### src/hdl/slcs_pkg.sv
// shared types and constants of the sync/length/command/sum frame parser
// used by every module of the block; no dependencies
`timescale 1ns / 1ps
`default_nettype none
package slcs_pkg;

  localparam int unsigned StoreDepth = 1024;
  localparam int unsigned MaxPayload = 512;
  localparam int unsigned ResultCap  = 512;
  localparam int unsigned LimCap     = (MaxPayload < ResultCap) ? MaxPayload : ResultCap;
  localparam int unsigned AW         = $clog2(StoreDepth);
  localparam int unsigned CW         = AW + 1;
  localparam int unsigned Overhead   = 7;
  localparam int unsigned HdrBytes   = 6;
  localparam int unsigned ChunkBytes = 8;
  localparam int unsigned FifoDepth  = 2;

  localparam logic [15:0] SyncWord        = 16'h55AA;
  localparam logic [9:0]  MaxPayloadReset = 10'd512;
  localparam logic        RegMaxPayload   = 1'b0;
  localparam logic        KindAppend      = 1'b0;

  typedef struct packed {
    logic       kind;
    logic [7:0] data_byte;
  } in_t;

  typedef struct packed {
    logic [15:0] command;
    logic [9:0]  payload_length;
    logic [63:0] chunk;
    logic [3:0]  chunk_bytes;
    logic        last_chunk;
    logic        more_pending;
  } out_t;

  typedef struct packed {
    logic valid;
    in_t  item;
  } q_head_t;

  typedef enum logic [6:0] {
    S_IDLE = 7'b0000001,
    S_HUNT = 7'b0000010,
    S_HDR  = 7'b0000100,
    S_CHK  = 7'b0001000,
    S_SUM  = 7'b0010000,
    S_PLD  = 7'b0100000,
    S_OUT  = 7'b1000000
  } state_e;

endpackage
`default_nettype wire

### src/hdl/slcs_front.sv
// front end: accepts input transactions into a short queue for the parser
// depends on slcs_pkg
`timescale 1ns / 1ps
`default_nettype none
module slcs_front (
  input  wire                   clk_i,
  input  wire                   rst_ni,
  input  wire                   in_valid_i,
  output logic                  in_ready_o,
  input  wire slcs_pkg::in_t    in_data_i,
  output slcs_pkg::q_head_t     head_o,
  input  wire                   pop_i
);

  localparam int unsigned PW = $clog2(slcs_pkg::FifoDepth);

  slcs_pkg::in_t      ff_q [slcs_pkg::FifoDepth];
  logic [PW-1:0]      wp_q, wp_d, rp_q, rp_d;
  logic [PW:0]        cnt_q, cnt_d;
  logic               push;

  assign in_ready_o = (cnt_q != (PW+1)'(slcs_pkg::FifoDepth));
  assign push       = in_valid_i && in_ready_o;
  assign head_o.valid = (cnt_q != '0);
  assign head_o.item  = ff_q[rp_q];

  always_comb begin
    wp_d  = push ? wp_q + 1'b1 : wp_q;
    rp_d  = pop_i ? rp_q + 1'b1 : rp_q;
    cnt_d = cnt_q + (PW+1)'(push) - (PW+1)'(pop_i);
  end

  always_ff @(posedge clk_i or negedge rst_ni) begin
    if (!rst_ni) begin
      wp_q  <= '0;
      rp_q  <= '0;
      cnt_q <= '0;
    end else begin
      wp_q  <= wp_d;
      rp_q  <= rp_d;
      cnt_q <= cnt_d;
    end
  end

  always_ff @(posedge clk_i) begin
    if (push) begin
      ff_q[wp_q] <= in_data_i;
    end
  end

endmodule
`default_nettype wire

### config.mk
export PLATFORM = sky130hd
export DESIGN_NAME = slcs_front
export DESIGN_NICKNAME = d
export VERILOG_FILES = /design/src/hdl/slcs_pkg.sv /design/src/hdl/slcs_front.sv
export SDC_FILE = /design/constraint.sdc
export NUM_CORES = 1
export LEC_CHECK = 0
export BUFFER_PORTS_ARGS = -buffer_cell sky130_fd_sc_hd__buf_4
export CORE_UTILIZATION = 44
export DETAILED_ROUTE_END_ITERATION = 6
export HOLD_SLACK_MARGIN = 0.02
export PLACE_DENSITY = 0.83
export SLEW_MARGIN = 20
export SYNTH_ARGS = -nofsm -noshare
export SYNTH_HDL_FRONTEND = slang
export SYNTH_SLANG_ARGS = --single-unit
### constraint.sdc
create_clock -name clk_i -period 1.44 [get_ports clk_i]
set_clock_uncertainty 0.15 [all_clocks]
set_input_delay 0.144 -clock clk_i [delete_from_list [all_inputs] [get_ports clk_i]]
set_output_delay 0.144 -clock clk_i [all_outputs]
set_load 0.01 [all_outputs]
==> results of run 1 <==
state kept, by name (all words and copies together) (netlist names):
name   flops
wp_q       1
cnt_q      2
rp_q       1
ff_q      18
metrics by stage:
step | hold slack, ns | TNS (ns) | util (%) | power [W] | worst slack [ns]
after global placement | -0.205 | 0 | 60.3 | 0.00173 | 0.0326
after global routing | 0.0416 | -1.78 | 75.8 | 0.00254 | -0.202
after detailed placement | -0.204 | 0 | 60.3 | 0.00175 | 0.0112
final | 0.0369 | -1.43 | 75.8 | 0.00242 | -0.167
after CTS | 0.0271 | -1.30 | 73.0 | 0.00227 | -0.150
after floorplan | -0.302 | 0 | - | 0.00141 | 0.0205
metal layers:
metal	vias up	routed length [microns]	global-route usage, %	part of all wire, %
met5	-	0	0	0
met4	0	55	13.5	3.3
met3	6	59	4.76	3.5
met2	19	942	29.1	56
met1	256	622	18.0	37
li1	257	-	-	-
power by group:
group          switching (W)  leakage [nW]  internal [W]
Sequential         0.0000980         0.213      0.000887
Combinational       0.000440         0.324      0.000713
Clock               0.000181        0.0154      0.000101
synthesized netlist by cell type:
cell / instances
and3_1: 1
nand2_1: 1
buf_2: 1
or2_2: 1
dfrtp_1: 4
ha_1: 1
xnor2_1: 3
nor2_1: 2
edfxtp_1: 18
nand2b_1: 1
a22oi_1: 1
a21bo_1: 1
mux2_2: 9
xor2_1: 1
kinds of logic after synthesis:
family,Yosys count
compound gates,2
xor+xnor,4
fa+ha+maj,1
buf+inv,1
flops,22
mux,9
simple gates,6
final cells by class:
| class | count | area, sq um | area share [%] |
|---|---|---|---|
| clock buffers | 3 | 22.5 | 1.68 |
| multi-input cells | 22 | 244 | 18.2 |
| well taps | 25 | 31.3 | 2.34 |
| clock inverters | 1 | 3.75 | 0.281 |
| repair buffers | 42 | 394 | 29.5 |
| flip-flops and latches | 22 | 642 | 48.0 |
worst max-delay path, cell delays in order (launching register included):
cell and delay (ns):
dfrtp_2 0.44, buf_6 0.14, mux2_4 0.30, buf_6 0.12
timing repair:
item / CTS / global route
hold buffers: 12 / 0
buffers inserted: 4 / 1
endpoints found under the setup margin: 20 / 21
gates cloned: 0 / 0
gates resized for setup: 16 / 10
pin swaps: 0 / 3
endpoints found under the hold margin: 23 / 0
how the worst max path moves through the flow:
stage | startpoint | to | slack (ns)
after floorplan | cnt_q[0] | cnt_q[1] | 0.02
after global placement | rp_q | head_o[0] | 0.03
after detailed placement | cnt_q[1] | ff_q[0][7] | 0.01
after CTS | rp_q | head_o[1] | -0.15
after global routing | rp_q | head_o[8] | -0.20
final | rp_q | head_o[2] | -0.17
==> metrics, run 1 <==
CP Max Fanout=5; Synth Area in XOR/XNOR=4.16%; Die H=approximately 46 microns; HP Class=input pin to flop; FF+latch count, synth=22; DRT antenna net count=0; DRT Wirelength=roughly 1700 microns; grt ovf=0; Compound-Gate Fraction of Synth Area=2.08%; I/O Pins=24; worst reg2reg setup slack=0.06 ns; Worst Setup End Kind=output pin; via count=538; RR Endpoint=cnt_q[1]; share of cells above drive strength 1=around 53%; Req. time, crit path=approximately 1.2 ns; FF-to-FF path depth=5; largest cells by area after synthesis=edfxtp_1 64%, mux2_2 12%, dfrtp_1 12%, xnor2_1 3.1%, ha_1 1.5%; GRT Total Usage=between 10% and 20%; DP Area=approximately 0.0011 sq mm; post-DP HPWL=between 800 and 900 microns; fin cells=~120; Final WS setup=-0.167 ns; status=finished, violations left; wire per inst=approximately 15 microns; violated checks=setup timing; post-synth top area cell=edfxtp_1; Peak VDD IR=around 0.0015 V; Reg2Reg Launch Point=cnt_q[0]; Tightest Pin Transition=between 0.2 and 0.3 ns; antenna violations before repair=0; worst hold path depth=3; total die area=0.00209 sq mm; Syn Area/Cell=18.7 sq um; Placed Cells=94; WS Path Type=flop to output pin; Max transition margin=82.0%; Synth Instances=45; PortBufs=23; critical path data arrival time=1.31 ns; CTS tree=done; # clock sinks=22; pin count of the biggest net entering global routing=13; max_cap viols=0; 1st-iter DRT viols=9; number of global-route vias before repair=550; Pre-antenna DRT Iters=2; most frequent cells in the layout=18 x edfxtp_1, 17 x buf_4, 13 x buf_6, 12 x dlygate4sd3_1, 6 x mux2_4; main combinational cell family by area after synthesis=multiplexers; final count of hold timing violations=0; total CTS buffers=3; mux cell area share after synthesis=between 10% and 20%; cell row count=15; fmax=just over 600 MHz; largest buffer count on any clock path=2; fin area=between 0.001 and 0.0015 sq mm; critical hold path startpoint=in_valid_i; Core Area=0.00176 sq mm; root buf cell=clkbuf_4; sink of the worst hold path=wp_q; top-area cell type share of the netlist area=about 64%; DRC Markers=0; min cycle time layout=1.61 ns; H-Tree Depth=1; startpoint types=flop; placer congestion estimate=around 0.65; Leakage=roughly 0.55 nW; fill count=123; Via density=4.68; Synth warnings=0; Final Cycle Share=112%; die width=around 46 microns; commonest non-fill, non-tap cell in the layout=edfxtp_1; CTS clk-pin slew, worst paths=0.11 ns; Adder-Cell Fraction of Synth Area=between 1 and 1.5%; unrepaired setup endpoints after global routing=yes; fin nets=105; simple logic cell fraction of the synthesized area=~3.6%; synthesized area=~840 sq um; count of different cell masters after synthesis=14; Mapped Nets=about 60; # diodes=0; Syn-to-layout area delta=58.8%; Final setup viols=10; Power Density=1810 mW/mm^2; Final Max Tran Viols=0; first-pass GRT wire length=2310 microns; Skew-Pair Late Insertion Delay=0.31 ns; Initial Utilization=a little under half; post-synthesis sequential area ratio=around 76%
No activity file was read; power rests on OpenSTA's default activity.
==> inputs of run 2 (changes only) <==
CAP_MARGIN = 10   (was default)
CORE_UTILIZATION = 50   (was 44)
PLACE_DENSITY = 0.88   (was 0.83)
clock period = 1.85 ns   (was 1.44 ns; I/O delays follow)
==> run 2 against run 1 <==
Against the previous run:
- the flow now finishes without violations
- cell area is 12% lower
- first-iteration DRC count down 44%
- critical path depth shrank 1
- cell count decreased by 13%
- hold slack gained 0.020 ns
- non-clock buffer count down 6
- via count is 5.0% lower
- power shrank 35%
- worst setup slack gained 0.36 ns
- clock power is 24% lower
- die area fell by 11%
- register-to-register slack improved by 0.31 ns
- critical endpoint is now head_o[4]
==> metrics, run 2 (synthesized netlist as in run 1, its figures left out) <==
FF-to-FF path depth=2 (-3); Worst Setup End Kind=output pin; postcts setup bufs=0 (-4); cell row count=14 (-1); Flop pwr share=49.9% (+9.2 points); # clock sinks=22 (unchanged); Skew-Pair Late Insertion Delay=0.29 ns (-0.02 ns); placer congestion estimate=0.802 (+23%); Syn-to-layout area delta=40.4%; Final Cycle Share=89.5%; Switching Share=29.5% (-0.24 points); DRT antenna net count=0 (unchanged); Final Max Tran Viols=0 (unchanged); first-pass GRT wire length=2340 microns (+1.2%); fill count=100 (-19%); final count of hold timing violations=0 (unchanged); M3 GR Usage=3.83% (-0.93 points); RR Endpoint=ff_q[1][0]; busiest layer in global routing=met2; max_cap viols=0 (unchanged); post-DP HPWL=906 microns (+0.80%); min cycle time layout=~1.7 ns; Max transition margin=73.2% (-8.8 points); most frequent cells in the layout=25 x buf_4, 18 x edfxtp_1, 11 x dlygate4sd3_1, 9 x mux2_2; # diodes=0 (unchanged); Leakage=0.475 nW (-14%); DRT Wirelength=1440 microns (-14%); 1st-iter DRT viols=5 (-4); fin nets=99 (-5.7%); P_int=0.00111 W (-35%); crit-path cells=mux2_2 -> buf_4; fmax=just over 600 MHz; I/O Pins=24 (unchanged); CTS clk-pin slew, worst paths=0.10 ns (about the same); Tot Pwr=0.00157 W (-35%); buffers plus inverters on the worst setup path=1 (-1); Reg with most FFs=ff_q; number of global-route vias before repair=520 (-5.5%); met2 Usage GRT=32.1% (+3.0 points); sw power=0.000462 W (-36%); unrepaired setup endpoints after global routing=no; Core Area=0.00154 sq mm (-13%); pin count of the biggest net entering global routing=13 (unchanged); total die area=0.00185 sq mm (-11%); startpoint types=flop; grt met1 use=19.9% (+1.9 points); HP Class=input pin to async pin; grt ovf=0 (unchanged); H-Tree Depth=1 (unchanged); via count=511 (-5.0%); wire per inst=14.4 microns (-1.2%); combinational power share=36.5% (-11 points); Setup TNS Final=0 ns (+1.43 ns); root buf cell=clkbuf_4; largest buffer count on any clock path=2 (unchanged); Pre-antenna DRT Iters=2 (unchanged); worst reg2reg setup slack=0.37 ns (+0.31 ns); CP Max Fanout=10 (+5); Req. time, crit path=1.51 ns (+0.36 ns); WS Path Type=flop to output pin; Initial Utilization=54.6% (+6.9 points); WP depth=2 (-1); Final setup viols=0 (-10); slowest stage delay, CP=0.51 ns (+0.07 ns); Power Density=1330 mW/mm^2 (-27%); status=complete, no violations; max reg flops=18 (unchanged); die width=43.0 microns (-5.9%); Tightest Pin Transition=0.402 ns (+0.132 ns); commonest non-fill, non-tap cell in the layout=buf_4; total CTS buffers=3 (unchanged); Largest regs=ff_q (18), cnt_q (2); PortBufs=23 (unchanged); CTS tree=done; GRT Total Usage=18.1% (+0.76 points); Crit-path slowest cell=dfrtp_2; DRC Markers=0 (unchanged); cell family with most CP delay=flip-flops; Via density=5.11 (+9.2%); antenna violations before repair=0 (unchanged); Reg2Reg Launch Point=cnt_q[0]; share of cells above drive strength 1=46.4% (-6.9 points); Die H=43.0 microns (-5.9%); critical path data arrival time=1.32 ns (about the same); Peak VDD IR=0.000789 V (-48%); Clock Power Share=13.6% (+1.9 points)
-- run 2: cell count changes in the layout (fill, tap and decap cells not counted), moves of 6 or more --
cell and change:
mux2_4 -6, buf_6 -13, mux2_2 +6, buf_4 +8
-- run 2: metal layers --
layer	wire (microns)	part of all wire [%]
met2	774	54
met1	581	40
met5	0	0
met3	45	3.1
met4	43	3.0
-- run 2: layout make-up --
cell class | count | area [sq um] | share of cell area, %
Tap cell | 16 | 20.0 | 1.69
Timing Repair Buffer | 36 | 298 | 25.2
Sequential cell | 22 | 642 | 54.3
Clock inverter | 1 | 3.75 | 0.317
Multi-Input combinational cell | 22 | 196 | 16.6
Clock buffer | 3 | 22.5 | 1.90
-- run 2: worst max path at each step --
stage | start | end
2_1_floorplan | cnt_q[0] | ff_q[0][0]
3_5_place_dp | cnt_q[0] | ff_q[1][6]
6_report | rp_q | head_o[4]
4_1_cts | rp_q | head_o[8]
3_3_place_gp | rp_q | head_o[7]
5_1_grt | rp_q | head_o[1]
-- run 2: power groups by stage --
stage / clock (W) / combinational, W / sequential [W]
after floorplan: 0 / 0.000349 / 0.000735
after global placement: 0 / 0.000541 / 0.000780
after detailed placement: 0 / 0.000550 / 0.000793
after CTS: 0.000219 / 0.000573 / 0.000781
after global routing: 0.000238 / 0.000622 / 0.000797
final: 0.000213 / 0.000572 / 0.000782
-- run 2: per-stage QoR --
stage | util [%] | instances | instance area [sq um] | setup slack [ns] | hold slack [ns]
3_3_place_gp | 67.8 | 85 | 1040 | 0.407 | -0.165
3_5_place_dp | 67.8 | 85 | 1040 | 0.382 | -0.165
6_report | 76.7 | 100 | 1180 | 0.194 | 0.0570
2_1_floorplan | - | 45 | 842 | 0.235 | -0.261
4_1_cts | 76.6 | 100 | 1180 | 0.0522 | 0.0477
5_1_grt | 76.7 | 100 | 1180 | 0.128 | 0.0454
-- run 2: timing repair --
action	CTS	global route
endpoints found under the setup margin	0	1
endpoints found under the hold margin	23	0
resized for setup	0	1
hold buffers	11	0
==> inputs of run 3 (changes only) <==
CORE_UTILIZATION = 44   (was 50)
PLACE_DENSITY = 0.83   (was 0.88)
clock period = 1.5 ns   (was 1.85 ns; I/O delays follow)
==> run 3 against run 2 <==
Against the previous run:
- the run now ends with setup timing left
- cell area increased by 16%
- largest cell class unchanged
- combinational power increased by 99%
- worst setup slack got worse by 0.30 ns
- critical endpoint unchanged
- critical path type unchanged
==> metrics, run 3 (synthesized netlist as in run 1, its figures left out) <==
Setup crit end=head_o[4]; violated checks=setup timing; HP Class=input pin to flop; Via density=4.69 (-8.2%); largest buffer count on any clock path=2 (unchanged); most frequent cells in the layout=18 x edfxtp_1, 18 x buf_4, 13 x buf_6, 12 x dlygate4sd3_1, 9 x mux2_4; PortBufs=23 (unchanged); fin cells=116 (+16%); total die area=0.00209 sq mm (+13%); Req. time, crit path=1.20 ns (-0.31 ns); post-DP HPWL=900 microns (-0.68%); Crit-path slowest cell=dfrtp_2; Tightest Pin Transition=0.232 ns (-0.170 ns); critical path data arrival time=1.31 ns (about the same); # diodes=0 (unchanged); Worst Setup End Kind=output pin; first-pass GRT wire length=2480 microns (+6.2%); max reg flops=18 (unchanged); Setup TNS Final=-0.875 ns (-0.875 ns); Reg with most FFs=ff_q; min cycle time layout=between 1.5 and 2 ns; Max transition margin=84.5% (+11 points); Flop pwr share=37.0% (-13 points); slowest stage delay, CP=0.43 ns (-0.08 ns); DRT Wirelength=1750 microns (+21%); placer congestion estimate=0.666 (-17%); Die H=45.7 microns (+6.3%); Skew-Pair Late Insertion Delay=0.30 ns (about the same); P_int=0.00182 W (+65%); pin count of the biggest net entering global routing=14 (+1); fin nets=106 (+7.1%); grt ovf=0 (unchanged); Final Cycle Share=107%; root buf cell=clkbuf_4; RR Endpoint=cnt_q[1]; status=finished, violations left; FF-to-FF path depth=5 (+3); Tot Pwr=0.00251 W (+60%); max_cap viols=0 (unchanged); Placed Cells=95 (+12%); die width=45.7 microns (+6.3%); DRT antenna net count=0 (unchanged); DRC Markers=0 (unchanged); antenna violations before repair=0 (unchanged); wire per inst=15.1 microns (+4.7%); Final Max Tran Viols=0 (unchanged); final count of hold timing violations=0 (unchanged); sw power=0.000686 W (+49%); most used cell, CP=buf_6; Leakage=0.582 nW (+23%); share of cells above drive strength 1=54.9% (+8.5 points); Final setup viols=9 (+9); Core Area=0.00176 sq mm (+14%); Switching Share=27.4% (-2.1 points); H-Tree Depth=1 (unchanged); critical path startpoint=rp_q; cell row count=15 (+1); GRT Total Usage=19.0% (+0.90 points); via count=544 (+6.5%); startpoint types=flop; Initial Utilization=47.7% (-6.9 points); worst reg2reg setup slack=0.11 ns (-0.26 ns); total CTS buffers=3 (unchanged); Final WS setup=-0.107 ns (-0.301 ns); WS Path Type=flop to output pin; fmax=approximately 620 MHz; Clock Power Share=17.6% (+4.0 points); CP Max Fanout=5 (-5); Reg2Reg Launch Point=cnt_q[1]; crit-path cells=buf_6 -> mux2_4 -> buf_6; Syn-to-layout area delta=63.2%; unrepaired setup endpoints after global routing=yes; # clock sinks=22 (unchanged); Pre-antenna DRT Iters=2 (unchanged); 1st-iter DRT viols=5 (unchanged); combinational power share=45.3% (+8.8 points); Largest regs=ff_q (18), cnt_q (2); critical hold path startpoint=in_valid_i; number of global-route vias before repair=579 (+11%); CTS clk-pin slew, worst paths=0.12 ns (+0.02 ns); Power Density=1830 mW/mm^2 (+38%); Peak VDD IR=0.00125 V (+58%); CTS tree=done; I/O Pins=24 (unchanged)
run 3: cell count changes in the layout (fill, tap and decap cells not counted), moves of 7 or more:
| cell | change |
|---|---|
| mux2_2 | -9 |
| buf_4 | -7 |
| mux2_4 | +9 |
| buf_6 | +13 |
run 3: through the flow:
stage               worst slack, ns  hold slack, ns  utilization, %  instance area (sq um)
detailed placement           0.0541          -0.200            60.4                   1070
finish                       -0.107          0.0384            77.9                   1370
floorplan                    0.0430          -0.296               -                    845
global route                 -0.148          0.0454            77.9                   1370
CTS                          -0.102          0.0645            74.5                   1310
global placement             0.0815          -0.201            60.4                   1070
run 3: worst min-delay path by stage:
stage / depth (start not counted) / slack, ns / end
final: 3 / 0.04 / wp_q
after global routing: 3 / 0.05 / wp_q
after CTS: 3 / 0.06 / wp_q
after detailed placement: 1 / -0.20 / cnt_q[0]
after global placement: 1 / -0.20 / cnt_q[0]
after floorplan: 0 / -0.30 / cnt_q[0]
run 3: worst max-delay path: cells and delay by family, from the launching register on:
kind,cells,cell delay (ns)
buf+inv,2,0.26
mux,1,0.31
flops,1,0.43
run 3: layer usage:
layer  GRT usage (%)  up-vias  routed length, microns
met1            18.2      267                     658
li1                -      258                       -
met5               0        -                       0
met4            10.6        0                      36
met2            36.9       15                    1020
met3            3.57        4                      42
run 3: power by group through the flow:
stage | clock, W | combinational, W | sequential [W]
3_3_place_gp | 0 | 0.000695 | 0.000961
5_1_grt | 0.000469 | 0.00121 | 0.000946
2_1_floorplan | 0 | 0.000434 | 0.000908
6_report | 0.000443 | 0.00114 | 0.000929
4_1_cts | 0.000448 | 0.000998 | 0.000919
3_5_place_dp | 0 | 0.000711 | 0.000970
run 3: layout make-up:
cell class | instances | area (sq um)
repair buffers | 43 | 402
clock buffers | 3 | 22.5
well taps | 25 | 31.3
clock inverters | 1 | 30.0
multi-input cells | 22 | 246
fillers | 120 | 390
flip-flops and latches | 22 | 642
run 3: timing repair:
item / 4_1_cts / 5_1_grt
resized for setup: 14 / 14
endpoints found under the setup margin: 10 / 20
endpoints found under the hold margin: 23 / 0
hold buffers: 12 / 0
setup buffers: 4 / 1
